## src/hw/rtl/assert_macros.svh

```systemverilog
// Assertion shorthands for the two-wire master. Both sample on clk and
// are disabled while rst is high.
`ifndef ASSERT_MACROS_SVH
`define ASSERT_MACROS_SVH

// Same-cycle implication.
`define STWM_ASSERT_NOW(label, ante, cons, msg) \
  label: assert property (@(posedge clk) disable iff (rst) (ante) |-> (cons)) \
    else $error(msg);

// Next-cycle implication.
`define STWM_ASSERT_NEXT(label, ante, cons, msg) \
  label: assert property (@(posedge clk) disable iff (rst) (ante) |=> (cons)) \
    else $error(msg);

`endif

```

## src/hw/rtl/stwm_pkg.sv

```systemverilog
package stwm_pkg;

  localparam int WaitWidth = 21;
  localparam logic [WaitWidth-1:0] WaitLimitReset = 21'd1200000;
  localparam logic [3:0] ResetClocks = 4'd9;

  // Start-condition pin pattern, bit i for tick i.
  localparam logic [6:0] TsClock = 7'b0110110;
  localparam logic [6:0] TsData  = 7'b1100011;

  typedef enum logic [2:0] {
    OpTemp     = 3'd0,
    OpHumid    = 3'd1,
    OpReadStat = 3'd2,
    OpWriteStat = 3'd3,
    OpSoftRst  = 3'd4,
    OpConnRst  = 3'd5
  } stwm_op_t;

  typedef enum logic [1:0] {
    StOk      = 2'd0,
    StNack    = 2'd1,
    StTimeout = 2'd2
  } stwm_status_t;

  typedef enum logic [3:0] {
    PhIdle  = 4'd0,
    PhCrHi  = 4'd1,
    PhCrLo  = 4'd2,
    PhTs    = 4'd3,
    PhWbLo  = 4'd4,
    PhWbHi  = 4'd5,
    PhAckLo = 4'd6,
    PhAckHi = 4'd7,
    PhWait  = 4'd8,
    PhRbLo  = 4'd9,
    PhRbHi  = 4'd10,
    PhMaLo  = 4'd11,
    PhMaHi  = 4'd12,
    PhDone  = 4'd13
  } stwm_phase_t;

  typedef struct packed {
    logic       start_req;
    logic [2:0] operation;
    logic [7:0] status_to_write;
    logic       data_sample;
  } stwm_in_t;

  typedef struct packed {
    logic        clock_level;
    logic        data_enable;
    logic        data_level;
    logic        busy_res;
    logic        done_res;
    logic [15:0] read_value;
    logic [7:0]  check_byte;
    logic [1:0]  status;
  } stwm_out_t;

  typedef struct packed {
    stwm_phase_t          phase;
    logic [3:0]           bit_count;
    logic [1:0]           byte_count;
    logic [15:0]          shift_word;
    logic [7:0]           check_store;
    logic [WaitWidth-1:0] wait_count;
    logic [1:0]           error_code;
    logic [2:0]           held_operation;
    logic [7:0]           held_write_byte;
  } stwm_state_t;

  localparam stwm_state_t StateReset = '{
    phase: PhIdle, bit_count: '0, byte_count: '0, shift_word: '0,
    check_store: '0, wait_count: '0, error_code: '0, held_operation: '0,
    held_write_byte: '0
  };

  // Command byte for the current write slot.
  function automatic logic [7:0] byte_to_send(input logic [2:0] op,
                                              input logic [1:0] bytes,
                                              input logic [7:0] wbyte);
    logic [7:0] b;
    case (op)
      OpTemp:      b = 8'h03;
      OpHumid:     b = 8'h05;
      OpReadStat:  b = 8'h07;
      OpWriteStat: b = (bytes != 2'd0) ? wbyte : 8'h06;
      default:     b = 8'h1E;
    endcase
    return b;
  endfunction

endpackage

```

## src/hw/rtl/stwm_step.sv

```systemverilog
module stwm_step import stwm_pkg::*; (
  input  stwm_state_t          cur,
  input  stwm_in_t             din,
  input  logic [WaitWidth-1:0] wait_limit,
  output stwm_state_t          nxt,
  output stwm_out_t            res
);

  stwm_state_t s;
  logic        clk_o, en_o, lvl_o, busy_o, done_o;
  logic        last_rd;
  logic [3:0]  bc_inc;
  logic [3:0]  ts_idx;
  logic [7:0]  wb;

  // A request is taken only while idle and only for defined operations.
  always_comb begin
    s = cur;
    if (cur.phase == PhIdle && din.start_req && din.operation <= 3'(OpConnRst)) begin
      s = StateReset;
      s.held_operation  = din.operation;
      s.held_write_byte = din.status_to_write;
      s.phase = (din.operation >= 3'(OpSoftRst)) ? PhCrHi : PhTs;
    end
  end

  assign last_rd = (s.held_operation == 3'(OpReadStat)) ? (s.byte_count >= 2'd1)
                                                        : (s.byte_count >= 2'd2);
  assign bc_inc  = s.bit_count + 4'd1;
  assign ts_idx  = (s.bit_count > 4'd6) ? 4'd6 : s.bit_count;
  assign wb      = byte_to_send(s.held_operation, s.byte_count, s.held_write_byte);

  always_comb begin
    nxt    = s;
    clk_o  = 1'b0;
    en_o   = 1'b0;
    lvl_o  = 1'b0;
    busy_o = 1'b1;
    done_o = 1'b0;
    unique case (s.phase)
      PhCrHi: begin
        clk_o = 1'b1; en_o = 1'b1; lvl_o = 1'b1;
        nxt.phase = PhCrLo;
      end
      PhCrLo: begin
        en_o = 1'b1; lvl_o = 1'b1;
        if (bc_inc >= ResetClocks) begin
          nxt.bit_count = '0;
          nxt.phase = PhTs;
        end else begin
          nxt.bit_count = bc_inc;
          nxt.phase = PhCrHi;
        end
      end
      PhTs: begin
        clk_o = TsClock[ts_idx[2:0]];
        en_o  = 1'b1;
        lvl_o = TsData[ts_idx[2:0]];
        if (ts_idx + 4'd1 >= 4'd7) begin
          nxt.bit_count  = '0;
          nxt.byte_count = '0;
          nxt.phase = (s.held_operation == 3'(OpConnRst)) ? PhDone : PhWbLo;
        end else begin
          nxt.bit_count = ts_idx + 4'd1;
        end
      end
      PhWbLo: begin
        en_o  = 1'b1;
        lvl_o = wb[3'd7 - s.bit_count[2:0]];
        nxt.phase = PhWbHi;
      end
      PhWbHi: begin
        en_o  = 1'b1;
        clk_o = 1'b1;
        lvl_o = wb[3'd7 - s.bit_count[2:0]];
        if (bc_inc >= 4'd8) begin
          nxt.bit_count = '0;
          nxt.phase = PhAckLo;
        end else begin
          nxt.bit_count = bc_inc;
          nxt.phase = PhWbLo;
        end
      end
      PhAckLo: begin
        nxt.phase = PhAckHi;
      end
      PhAckHi: begin
        clk_o = 1'b1;
        if (din.data_sample && s.error_code == 2'(StOk)) nxt.error_code = 2'(StNack);
        // A measurement stops at the first missing ack; others run to the end.
        if (s.held_operation <= 3'(OpHumid)) begin
          if (din.data_sample) begin
            nxt.phase = PhDone;
          end else begin
            nxt.wait_count = '0;
            nxt.phase = PhWait;
          end
        end else if (s.held_operation == 3'(OpReadStat)) begin
          nxt.byte_count = '0;
          nxt.phase = PhRbLo;
        end else if (s.held_operation == 3'(OpWriteStat) && s.byte_count == 2'd0) begin
          nxt.byte_count = 2'd1;
          nxt.phase = PhWbLo;
        end else begin
          nxt.phase = PhDone;
        end
      end
      PhWait: begin
        if (!din.data_sample) begin
          nxt.byte_count = '0;
          nxt.bit_count  = '0;
          nxt.phase = PhRbLo;
        end else begin
          nxt.wait_count = s.wait_count + 1'b1;
          if (s.wait_count + 1'b1 >= wait_limit) begin
            nxt.error_code = 2'(StTimeout);
            nxt.phase = PhDone;
          end
        end
      end
      PhRbLo: begin
        nxt.phase = PhRbHi;
      end
      PhRbHi: begin
        clk_o = 1'b1;
        if (last_rd) nxt.check_store = {s.check_store[6:0], din.data_sample};
        else         nxt.shift_word  = {s.shift_word[14:0], din.data_sample};
        if (bc_inc >= 4'd8) begin
          nxt.bit_count = '0;
          nxt.phase = PhMaLo;
        end else begin
          nxt.bit_count = bc_inc;
          nxt.phase = PhRbLo;
        end
      end
      PhMaLo: begin
        en_o  = 1'b1;
        lvl_o = last_rd;
        nxt.phase = PhMaHi;
      end
      PhMaHi: begin
        en_o  = 1'b1;
        lvl_o = last_rd;
        clk_o = 1'b1;
        if (last_rd) begin
          nxt.phase = PhDone;
        end else begin
          nxt.byte_count = s.byte_count + 2'd1;
          nxt.phase = PhRbLo;
        end
      end
      PhDone: begin
        busy_o = 1'b0;
        done_o = 1'b1;
        nxt.phase = PhIdle;
      end
      default: begin
        busy_o = 1'b0;
        nxt.phase = PhIdle;
      end
    endcase
  end

  always_comb begin
    res.clock_level = clk_o;
    res.data_enable = en_o;
    res.data_level  = en_o & lvl_o;
    res.busy_res    = busy_o;
    res.done_res    = done_o;
    res.read_value  = done_o ? s.shift_word  : 16'd0;
    res.check_byte  = done_o ? s.check_store : 8'd0;
    res.status      = done_o ? s.error_code  : 2'd0;
  end

endmodule

```

## src/hw/rtl/sensor_two_wire_master_core.sv

```systemverilog
// Two-wire sensor master: one pin-timing tick per input transaction.
// The result of a tick is registered and is valid in the cycle after it is accepted.
// Throughput: one tick per cycle while out_ready is high; besides the wait limit,
// the sequencer state and one output register are the only storage, so a new
// tick is taken while the last result is being taken.
// Reset (rst, synchronous): sequencer idle, output empty, wait limit 1200000.
`include "assert_macros.svh"

module sensor_two_wire_master_core import stwm_pkg::*; (
  input  logic                 clk,
  input  logic                 rst,
  input  logic                 in_valid,
  output logic                 in_ready,
  input  stwm_in_t             in_data,
  output logic                 out_valid,
  input  logic                 out_ready,
  output stwm_out_t            out_data,
  input  logic                 cfg_we,
  input  logic [WaitWidth-1:0] cfg_wdata
);

  stwm_state_t          st;
  stwm_state_t          st_next;
  stwm_out_t            res_next;
  logic [WaitWidth-1:0] wait_limit;
  logic                 in_fire;

  assign in_ready = !out_valid || out_ready;
  assign in_fire  = in_valid && in_ready;

  stwm_step u_step (
    .cur        (st),
    .din        (in_data),
    .wait_limit (wait_limit),
    .nxt        (st_next),
    .res        (res_next)
  );

  always_ff @(posedge clk) begin
    if (rst) begin
      wait_limit <= WaitLimitReset;
    end else if (cfg_we) begin
      wait_limit <= cfg_wdata;
    end
  end

  always_ff @(posedge clk) begin
    if (rst) begin
      st        <= StateReset;
      out_valid <= 1'b0;
    end else begin
      if (in_fire) begin
        st <= st_next;
      end
      if (in_fire) begin
        out_valid <= 1'b1;
      end else if (out_ready) begin
        out_valid <= 1'b0;
      end
    end
  end

  always_ff @(posedge clk) begin
    if (in_fire) begin
      out_data <= res_next;
    end
  end

  `STWM_ASSERT_NOW(a_done_not_busy, out_valid && out_data.done_res, !out_data.busy_res, "done tick marked busy")
  `STWM_ASSERT_NOW(a_quiet_results, out_valid && !out_data.done_res, out_data.status == 2'd0 && out_data.read_value == 16'd0 && out_data.check_byte == 8'd0, "results reported outside done tick")
  `STWM_ASSERT_NOW(a_released_low, out_valid && !out_data.data_enable, !out_data.data_level, "data level high while released")
  `STWM_ASSERT_NEXT(a_done_to_idle, in_fire && res_next.done_res, st.phase == PhIdle, "sequencer not idle after done")

endmodule

```

## config.mk

```make
export PLATFORM = sky130hd
export DESIGN_NAME = sensor_two_wire_master_core
export DESIGN_NICKNAME = d
export VERILOG_FILES = /design/src/hw/rtl/stwm_pkg.sv /design/src/hw/rtl/stwm_step.sv /design/src/hw/rtl/sensor_two_wire_master_core.sv
export VERILOG_INCLUDE_DIRS = /design/src /design/src/hw/rtl
export SDC_FILE = /design/constraint.sdc
export NUM_CORES = 1
export LEC_CHECK = 0
export ABC_CLOCK_PERIOD_IN_PS = 4550
export BUFFER_PORTS_ARGS = -buffer_cell sky130_fd_sc_hd__buf_2
export CORE_ASPECT_RATIO = 1.25
export CORE_MARGIN = 5
export CORE_UTILIZATION = 45
export DETAILED_ROUTE_END_ITERATION = 8
export PLACE_DENSITY_LB_ADDON = 0.25
export SLEW_MARGIN = 25
export SYNTH_ARGS = -nofsm -noshare
export SYNTH_HDL_FRONTEND = slang
export SYNTH_SLANG_ARGS = --single-unit
```

## constraint.sdc

```tcl
create_clock -name clk -period 4.55 [get_ports clk]
set_input_delay 0.6825 -clock clk [delete_from_list [all_inputs] [get_ports clk]]
set_output_delay 0.6825 -clock clk [all_outputs]
set_load 0.01 [all_outputs]
```

==> out/metrics.yaml, run 1 <==
status:
  status: "complete, no violations"
power_and_ir_drop:
  power_leakage_nw: 3.15
  powerDensity_nw_per_um2: 348
  sw_frac_of_total: 0.268
  p_int_mw: 2.00
  power_frac_seq: 0.423
  power.switching_mw: 0.734
  total_power_mw: 2.73
  p_clk_frac: 0.476
  ir_drop_mv: 0.221
  power_frac_comb: 0.101
timing:
  setup-tns-final_ns: 0
  rsz0062_at_grt: "no"
  slew_headroom: 0.527
  finalCriticalPeriod_ns: 3.93
  hold_viol_final: 0
  worstMarginPinSlew_ns: 0.706
  setup_viol: 0
  skew_ns: 0.00696
  drv_slew: 0
  period_share: 0.864
  hold_ws_ns: 0.455
  fmaxAchievable_mhz: 254
  worst_slack_ns: 0.617
clock_network:
  cts_buffers: 17
  cts_resized: 0
  tritoncts: "done"
  htreeDepth: 4
  postCtsHoldBufs: 0
  clockBufferDepth: 2
  root_buffer: "clkbuf_16"
  insertion_delay_ns: 0.42
  clkTransAtPathRegs_ns: 0.06
  cts_setup_buffers: 0
  clock-sinks: 121
logic_synthesis:
  synth_largest_area_cell: "dfxtp_1"
  syn_nets: 861
  synth_top_area_frac: 0.268
  syn_area_per_cell_sq_um: 8.49
  synth_cell_types: 73
  async_reset_ff_frac: 0
  synth_edf_count: 31
  ys_seq_area_frac: 0.406
  yosysWarningCount: 0
  synth_most_common_cell: "dfxtp_1"
  ys.flop_type: "dfxtp_1"
  syn-cell-area_sq_um: 6730
  ys_ff_latch: 121
  syn-instance-count: 793
  synth_common_cells: "90 x dfxtp_1, 86 x nand2_1, 83 x nor2_1"
  synth_area_leaders: "dfxtp_1 27%, edfxtp_1 14%, ha_1 5.4%"
global_routing:
  grt_max_degree: 32
  grt_pass1_wl_mm: 27.9
  grt_overflow: 0
  grt_pass1_vias: 5691
  antenna_found_initial: 0
  grt_use_total: 0.195
die:
  core_sq_um: 14800
  rows: 50
  io_pins: 72
  die_w_microns: 119
  die_y_microns: 147
  die_area_sq_um: 17500
  start_util: 0.454
detailed_routing:
  first_iter_violations: 431
  drt_first_pass_iters: 6
  drt_wl_total_mm: 17.1
  wire_per_inst_microns: 16.3
  remaining_drc_errors: 0
  viasPerCell: 5.69
  vias: 5970
  antenna_left: 0
setup_path:
  cp-startpoint: "st[65]"
  start_kind: "flip-flop"
  crit_fanout: 8
  crit_top_cell: "ha_1"
  cp-end-kind: "flip-flop"
  critPathKind: "reg -> reg"
  reg2reg_depth: 15
  cpPeakStageDelay_ns: 0.46
  worst_path_max_delay_cell: "dfxtp_1"
  rrSetupSlack_ns: 0.62
  cp.required_ns: 4.86
  r2r-end: "st[64]"
  worstPathArrival_ns: 4.24
  crit_chain: "nor4_2 > nand2_1 > and2_1 > ha_1 > nand3_1 > a211o_1 > nor4_4 > and3_1 > xnor2_1 > ha_1 > and4_1 > a221oi_1 > o21a_1 > a21oi_1 > a311o_1"
  reg2reg_from: "st[65]"
worst_hold_path:
  holdCritStartpoint: "st[7]"
  min_to: "st[7]"
  hold_path_class: "reg -> reg"
  hold_depth: 2
job:
  maxCapViolations: 0
placed_design:
  hpwl_mm: 12.4
  dp_slack_ns: 0.247
  gp_congestion: 0.901
  dp.cells: 1017
  io_buffers: 71
final_layout:
  finalNetCount: 922
  area.growth.synth_to_final_pct: 16.9
  fillers: 1395
  n_antenna_cell: 0
  final_cells: 1049
  drive_gt1_frac: 0.163
-- flip-flops by register name, indices dropped and copies added (netlist names) --
register / flops
out_data: 31
st: 68
wait_limit: 21
out_valid: 1
-- through the flow --
| stage | instance area, sq um | util |
|---|---|---|
| 2_1_floorplan | 6760 | - |
| 3_3_place_gp | 7300 | 0.492 |
| 3_5_place_dp | 7300 | 0.492 |
| 4_1_cts | 7870 | 0.531 |
| 5_1_grt | 7870 | 0.531 |
| 6_report | 7870 | 0.531 |
-- per-layer routing --
metal,part of all wire,vias up,GRT usage
met5,0,-,0
met4,0.024,0,0.0814
met3,0.054,31,0.0381
met2,0.50,189,0.343
met1,0.42,2754,0.232
li1,-,2996,-
-- cells by family (layout without fill, tap and decap cells) --
logic type | count (synthesis) | after routing | synth area share
buf+inv | 84 | 158 | 0.0483
mux | 19 | 19 | 0.0286
compound gates | 211 | 211 | 0.211
simple gates | 307 | 307 | 0.223
fa+ha+maj | 29 | 29 | 0.0539
flops | 121 | 121 | 0.406
xor+xnor | 22 | 22 | 0.0286
-- cells in the final DEF (no fill, tap or decap), drive strengths merged, types with 3 or more instances in the layout --
master,instances
buf,92
dfxtp,90
nand2,86
nor2,84
a21oi,59
inv,39
o21ai,38
and2,34
edfxtp,31
ha,29
a22o,26
nand3,24
nor3,24
clkbuf,18
mux2i,17
xnor2,14
o211ai,13
a31oi,11
nand2b,9
xor2,8
o31ai,8
a211oi,7
nor4,7
nor3b,6
clkinv,6
a22oi,5
a311oi,5
and3,4
nor4b,4
nor2b,4
a21o,4
and4,3
or3,3
a211o,3
o22a,3
a221oi,3
o22ai,3
o211a,3
-- worst max-delay path, delay by kind of cell (launching register included) --
kind,cells,cell delay [ns]
and+or+nand+nor,7,1.35
xor gates and xnor gates,1,0.15
adders and majority gates,2,0.50
AOI/OAI and AO/OA,5,1.35
DFF,1,0.46
-- how the worst max path moves through the flow --
stage	endpoint	slack [ns]	depth (start not counted)
detailed placement	st[64]	0.25	16
floorplan	st[64]	0.05	19
CTS	st[64]	0.61	15
global placement	st[64]	0.29	16
finish	st[64]	0.62	15
global route	st[64]	0.35	15
-- power by group through the flow --
stage | clock, mW | combinational [mW] | sequential, mW
finish | 1.30 | 0.276 | 1.16
global route | 1.38 | 0.305 | 1.16
CTS | 1.32 | 0.276 | 1.16
detailed placement | 0 | 0.275 | 1.18
global placement | 0 | 0.274 | 1.18
floorplan | 0 | 0.174 | 1.18
-- cell type report --
| cell class | count | area, sq um | area share |
|---|---|---|---|
| clock inverter | 14 | 139 | 0.0177 |
| timing repair buffer | 92 | 513 | 0.0652 |
| multi-input combinational | 588 | 3700 | 0.470 |
| inverter | 34 | 128 | 0.0162 |
| tap | 182 | 228 | 0.0289 |
| clock buffer | 18 | 429 | 0.0545 |
| sequential | 121 | 2730 | 0.347 |
Power figures use the tool's default switching activity.
==> inputs of run 2 (changes only) <==
--- a/config.mk
+++ b/config.mk
@@ -13,6 +13,7 @@
 export CORE_UTILIZATION = 45
 export DETAILED_ROUTE_END_ITERATION = 8
 export PLACE_DENSITY_LB_ADDON = 0.25
+export REMOVE_ABC_BUFFERS = 1
 export SLEW_MARGIN = 25
 export SYNTH_ARGS = -nofsm -noshare
 export SYNTH_HDL_FRONTEND = slang
==> out/metrics.yaml, run 2 (synthesis gave the netlist of run 1 again) <==
timing:
  drv_slew: 0
  worstMarginPinSlew_ns: 0.714
  period_share: 0.868
  rsz0062_at_grt: "no"
  skew_ns: 0.0105
  setup_viol: 0
  slew_headroom: 0.522
  finalCriticalPeriod_ns: 3.95
  hold_viol_final: 0
  fmaxAchievable_mhz: 253
  hold_ws_ns: 0.458
worst_hold_path:
  hold_depth: 2
  hold_path_class: "reg -> reg"
status:
  status: "complete, no violations"
clock_network:
  cts_setup_buffers: 0
  root_buffer: "clkbuf_16"
  htreeDepth: 4
  postCtsHoldBufs: 0
  tritoncts: "done"
  clkTransAtPathRegs_ns: 0.06
  clock-sinks: 121
  clockBufferDepth: 2
  insertion_delay_ns: 0.43
  cts_resized: 0
  cts_buffers: 17
global_routing:
  antenna_found_initial: 0
  grt_overflow: 0
  grt_use_total: 0.198
  globalRouteMet2Util: 0.335
  grt_max_degree: 40
  grt_pass1_vias: 5630
  met1_usage: 0.246
  grt_busiest_layer: "met2"
  use_met3: 0.0431
  grt_pass1_wl_mm: 28.2
final_layout:
  finalNetCount: 922
  largestRegisters: "st: 68 flops, out_data: 31 flops, wait_limit: 21 flops"
  final_common_cell: "dfxtp_1"
  largest_reg_flops: 68
  n_antenna_cell: 0
  largest-register: "st"
  regArea_sq_um: 2730
  final_cell_mix: "90 x dfxtp_1, 86 x nand2_1, 82 x nor2_1"
  final_cells: 1049
  area.growth.synth_to_final_pct: 17.0
  fillers: 1415
  finalInstanceArea_sq_um: 7880
  multi_input_area_sq_um: 3680
  drive_gt1_frac: 0.161
setup_path:
  worstPathArrival_ns: 4.27
  cp_top_family: "compound AO/OA/AOI/OAI gates"
  critPathKind: "in -> reg"
  setup.worst_path.end: "st[64]"
  reg2reg_depth: 15
  cp-startpoint: "in_data[10]"
  worst_path_max_delay_cell: "a211o_1"
  crit_chain: "buf_2 > a21boi_0 > nand2_1 > and2_1 > ha_1 > nand3_1 > a211o_1 > nor4_1 > and3_1 > xnor2_1 > ha_1 > and4_1 > a221oi_1 > o21a_1 > a21oi_1 > a311o_1"
  cp-end-kind: "flip-flop"
  cp.required_ns: 4.87
  rrSetupSlack_ns: 0.63
  r2r-end: "st[64]"
  start_kind: "input pin"
  crit_fanout: 8
  reg2reg_from: "st[65]"
  crit_cells: 16
  crit_top_cell: "ha_1"
  path_buf_inv: 1
  cpPeakStageDelay_ns: 0.35
die:
  io_pins: 72
  die_w_microns: 119
  start_util: 0.454
  core_sq_um: 14800
  rows: 50
  die_area_sq_um: 17500
  die_y_microns: 147
placed_design:
  placed_area_sq_um: 7280
  io_buffers: 71
  dp.cells: 1017
  gp_congestion: 0.898
  hpwl_mm: 12.1
power_and_ir_drop:
  power_frac_comb: 0.100
  power.switching_mw: 0.779
  powerDensity_nw_per_um2: 356
  p_int_mw: 2.02
  sw_frac_of_total: 0.278
  power_leakage_nw: 3.15
  p_clk_frac: 0.488
  ir_drop_mv: 0.214
  power_frac_seq: 0.412
detailed_routing:
  antenna_left: 0
  vias: 5966
  remaining_drc_errors: 0
  viasPerCell: 5.69
  drt_wl_total_mm: 16.9
  first_iter_violations: 344
  wire_per_inst_microns: 16.1
  drt_first_pass_iters: 5
job:
  maxCapViolations: 0
-- run 2: worst min path at each step --
stage             startpoint             end  slack (ns)
2_1_floorplan          st[3]           st[3]        0.43
3_3_place_gp           st[7]           st[7]        0.44
3_5_place_dp           st[7]           st[7]        0.45
4_1_cts        cfg_wdata[20]  wait_limit[20]        0.46
5_1_grt        cfg_wdata[20]  wait_limit[20]        0.46
6_report               st[7]           st[7]        0.46
-- run 2: worst reg2reg max path, stage by stage (launching register included) --
cell and delay, ns:
dfxtp_1 0.47, nor4_2 0.10, nand2_1 0.15, and2_1 0.17
ha_1 0.25, nand3_1 0.20, a211o_1 0.35, nor4_1 0.32
and3_1 0.27, xnor2_1 0.14, ha_1 0.26, and4_1 0.21
a221oi_1 0.30, o21a_1 0.24, a21oi_1 0.09, a311o_1 0.32
-- run 2: routing by layer --
layer	up-vias	wire length [microns]
met3	30	899
met4	0	379
met2	206	8180
li1	2992	-
met5	-	0
met1	2738	7470
-- run 2: power groups by stage --
stage	clock network (mW)	logic [mW]	registers, mW
floorplan	0	0.145	1.19
global placement	0	0.279	1.18
detailed placement	0	0.280	1.18
CTS	1.39	0.281	1.16
global route	1.45	0.310	1.16
finish	1.37	0.280	1.16
-- run 2: per-stage QoR --
| stage | setup TNS [ns] | worst slack, ns | util | total power, mW |
|---|---|---|---|---|
| floorplan | -0.235 | -0.141 | - | 1.33 |
| finish | 0 | 0.601 | 0.531 | 2.80 |
| global placement | 0 | 0.248 | 0.491 | 1.46 |
| CTS | 0 | 0.610 | 0.531 | 2.82 |
| global route | 0 | 0.277 | 0.531 | 2.92 |
| detailed placement | 0 | 0.187 | 0.491 | 1.46 |
-- run 2: area by class of cell --
cell class,instances,share of cell area
flip-flops and latches,121,0.347
clock buffers,17,0.0540
well taps,182,0.0289
inverters,34,0.0162
multi-input cells,588,0.467
repair buffers,92,0.0651
clock inverters,15,0.0221
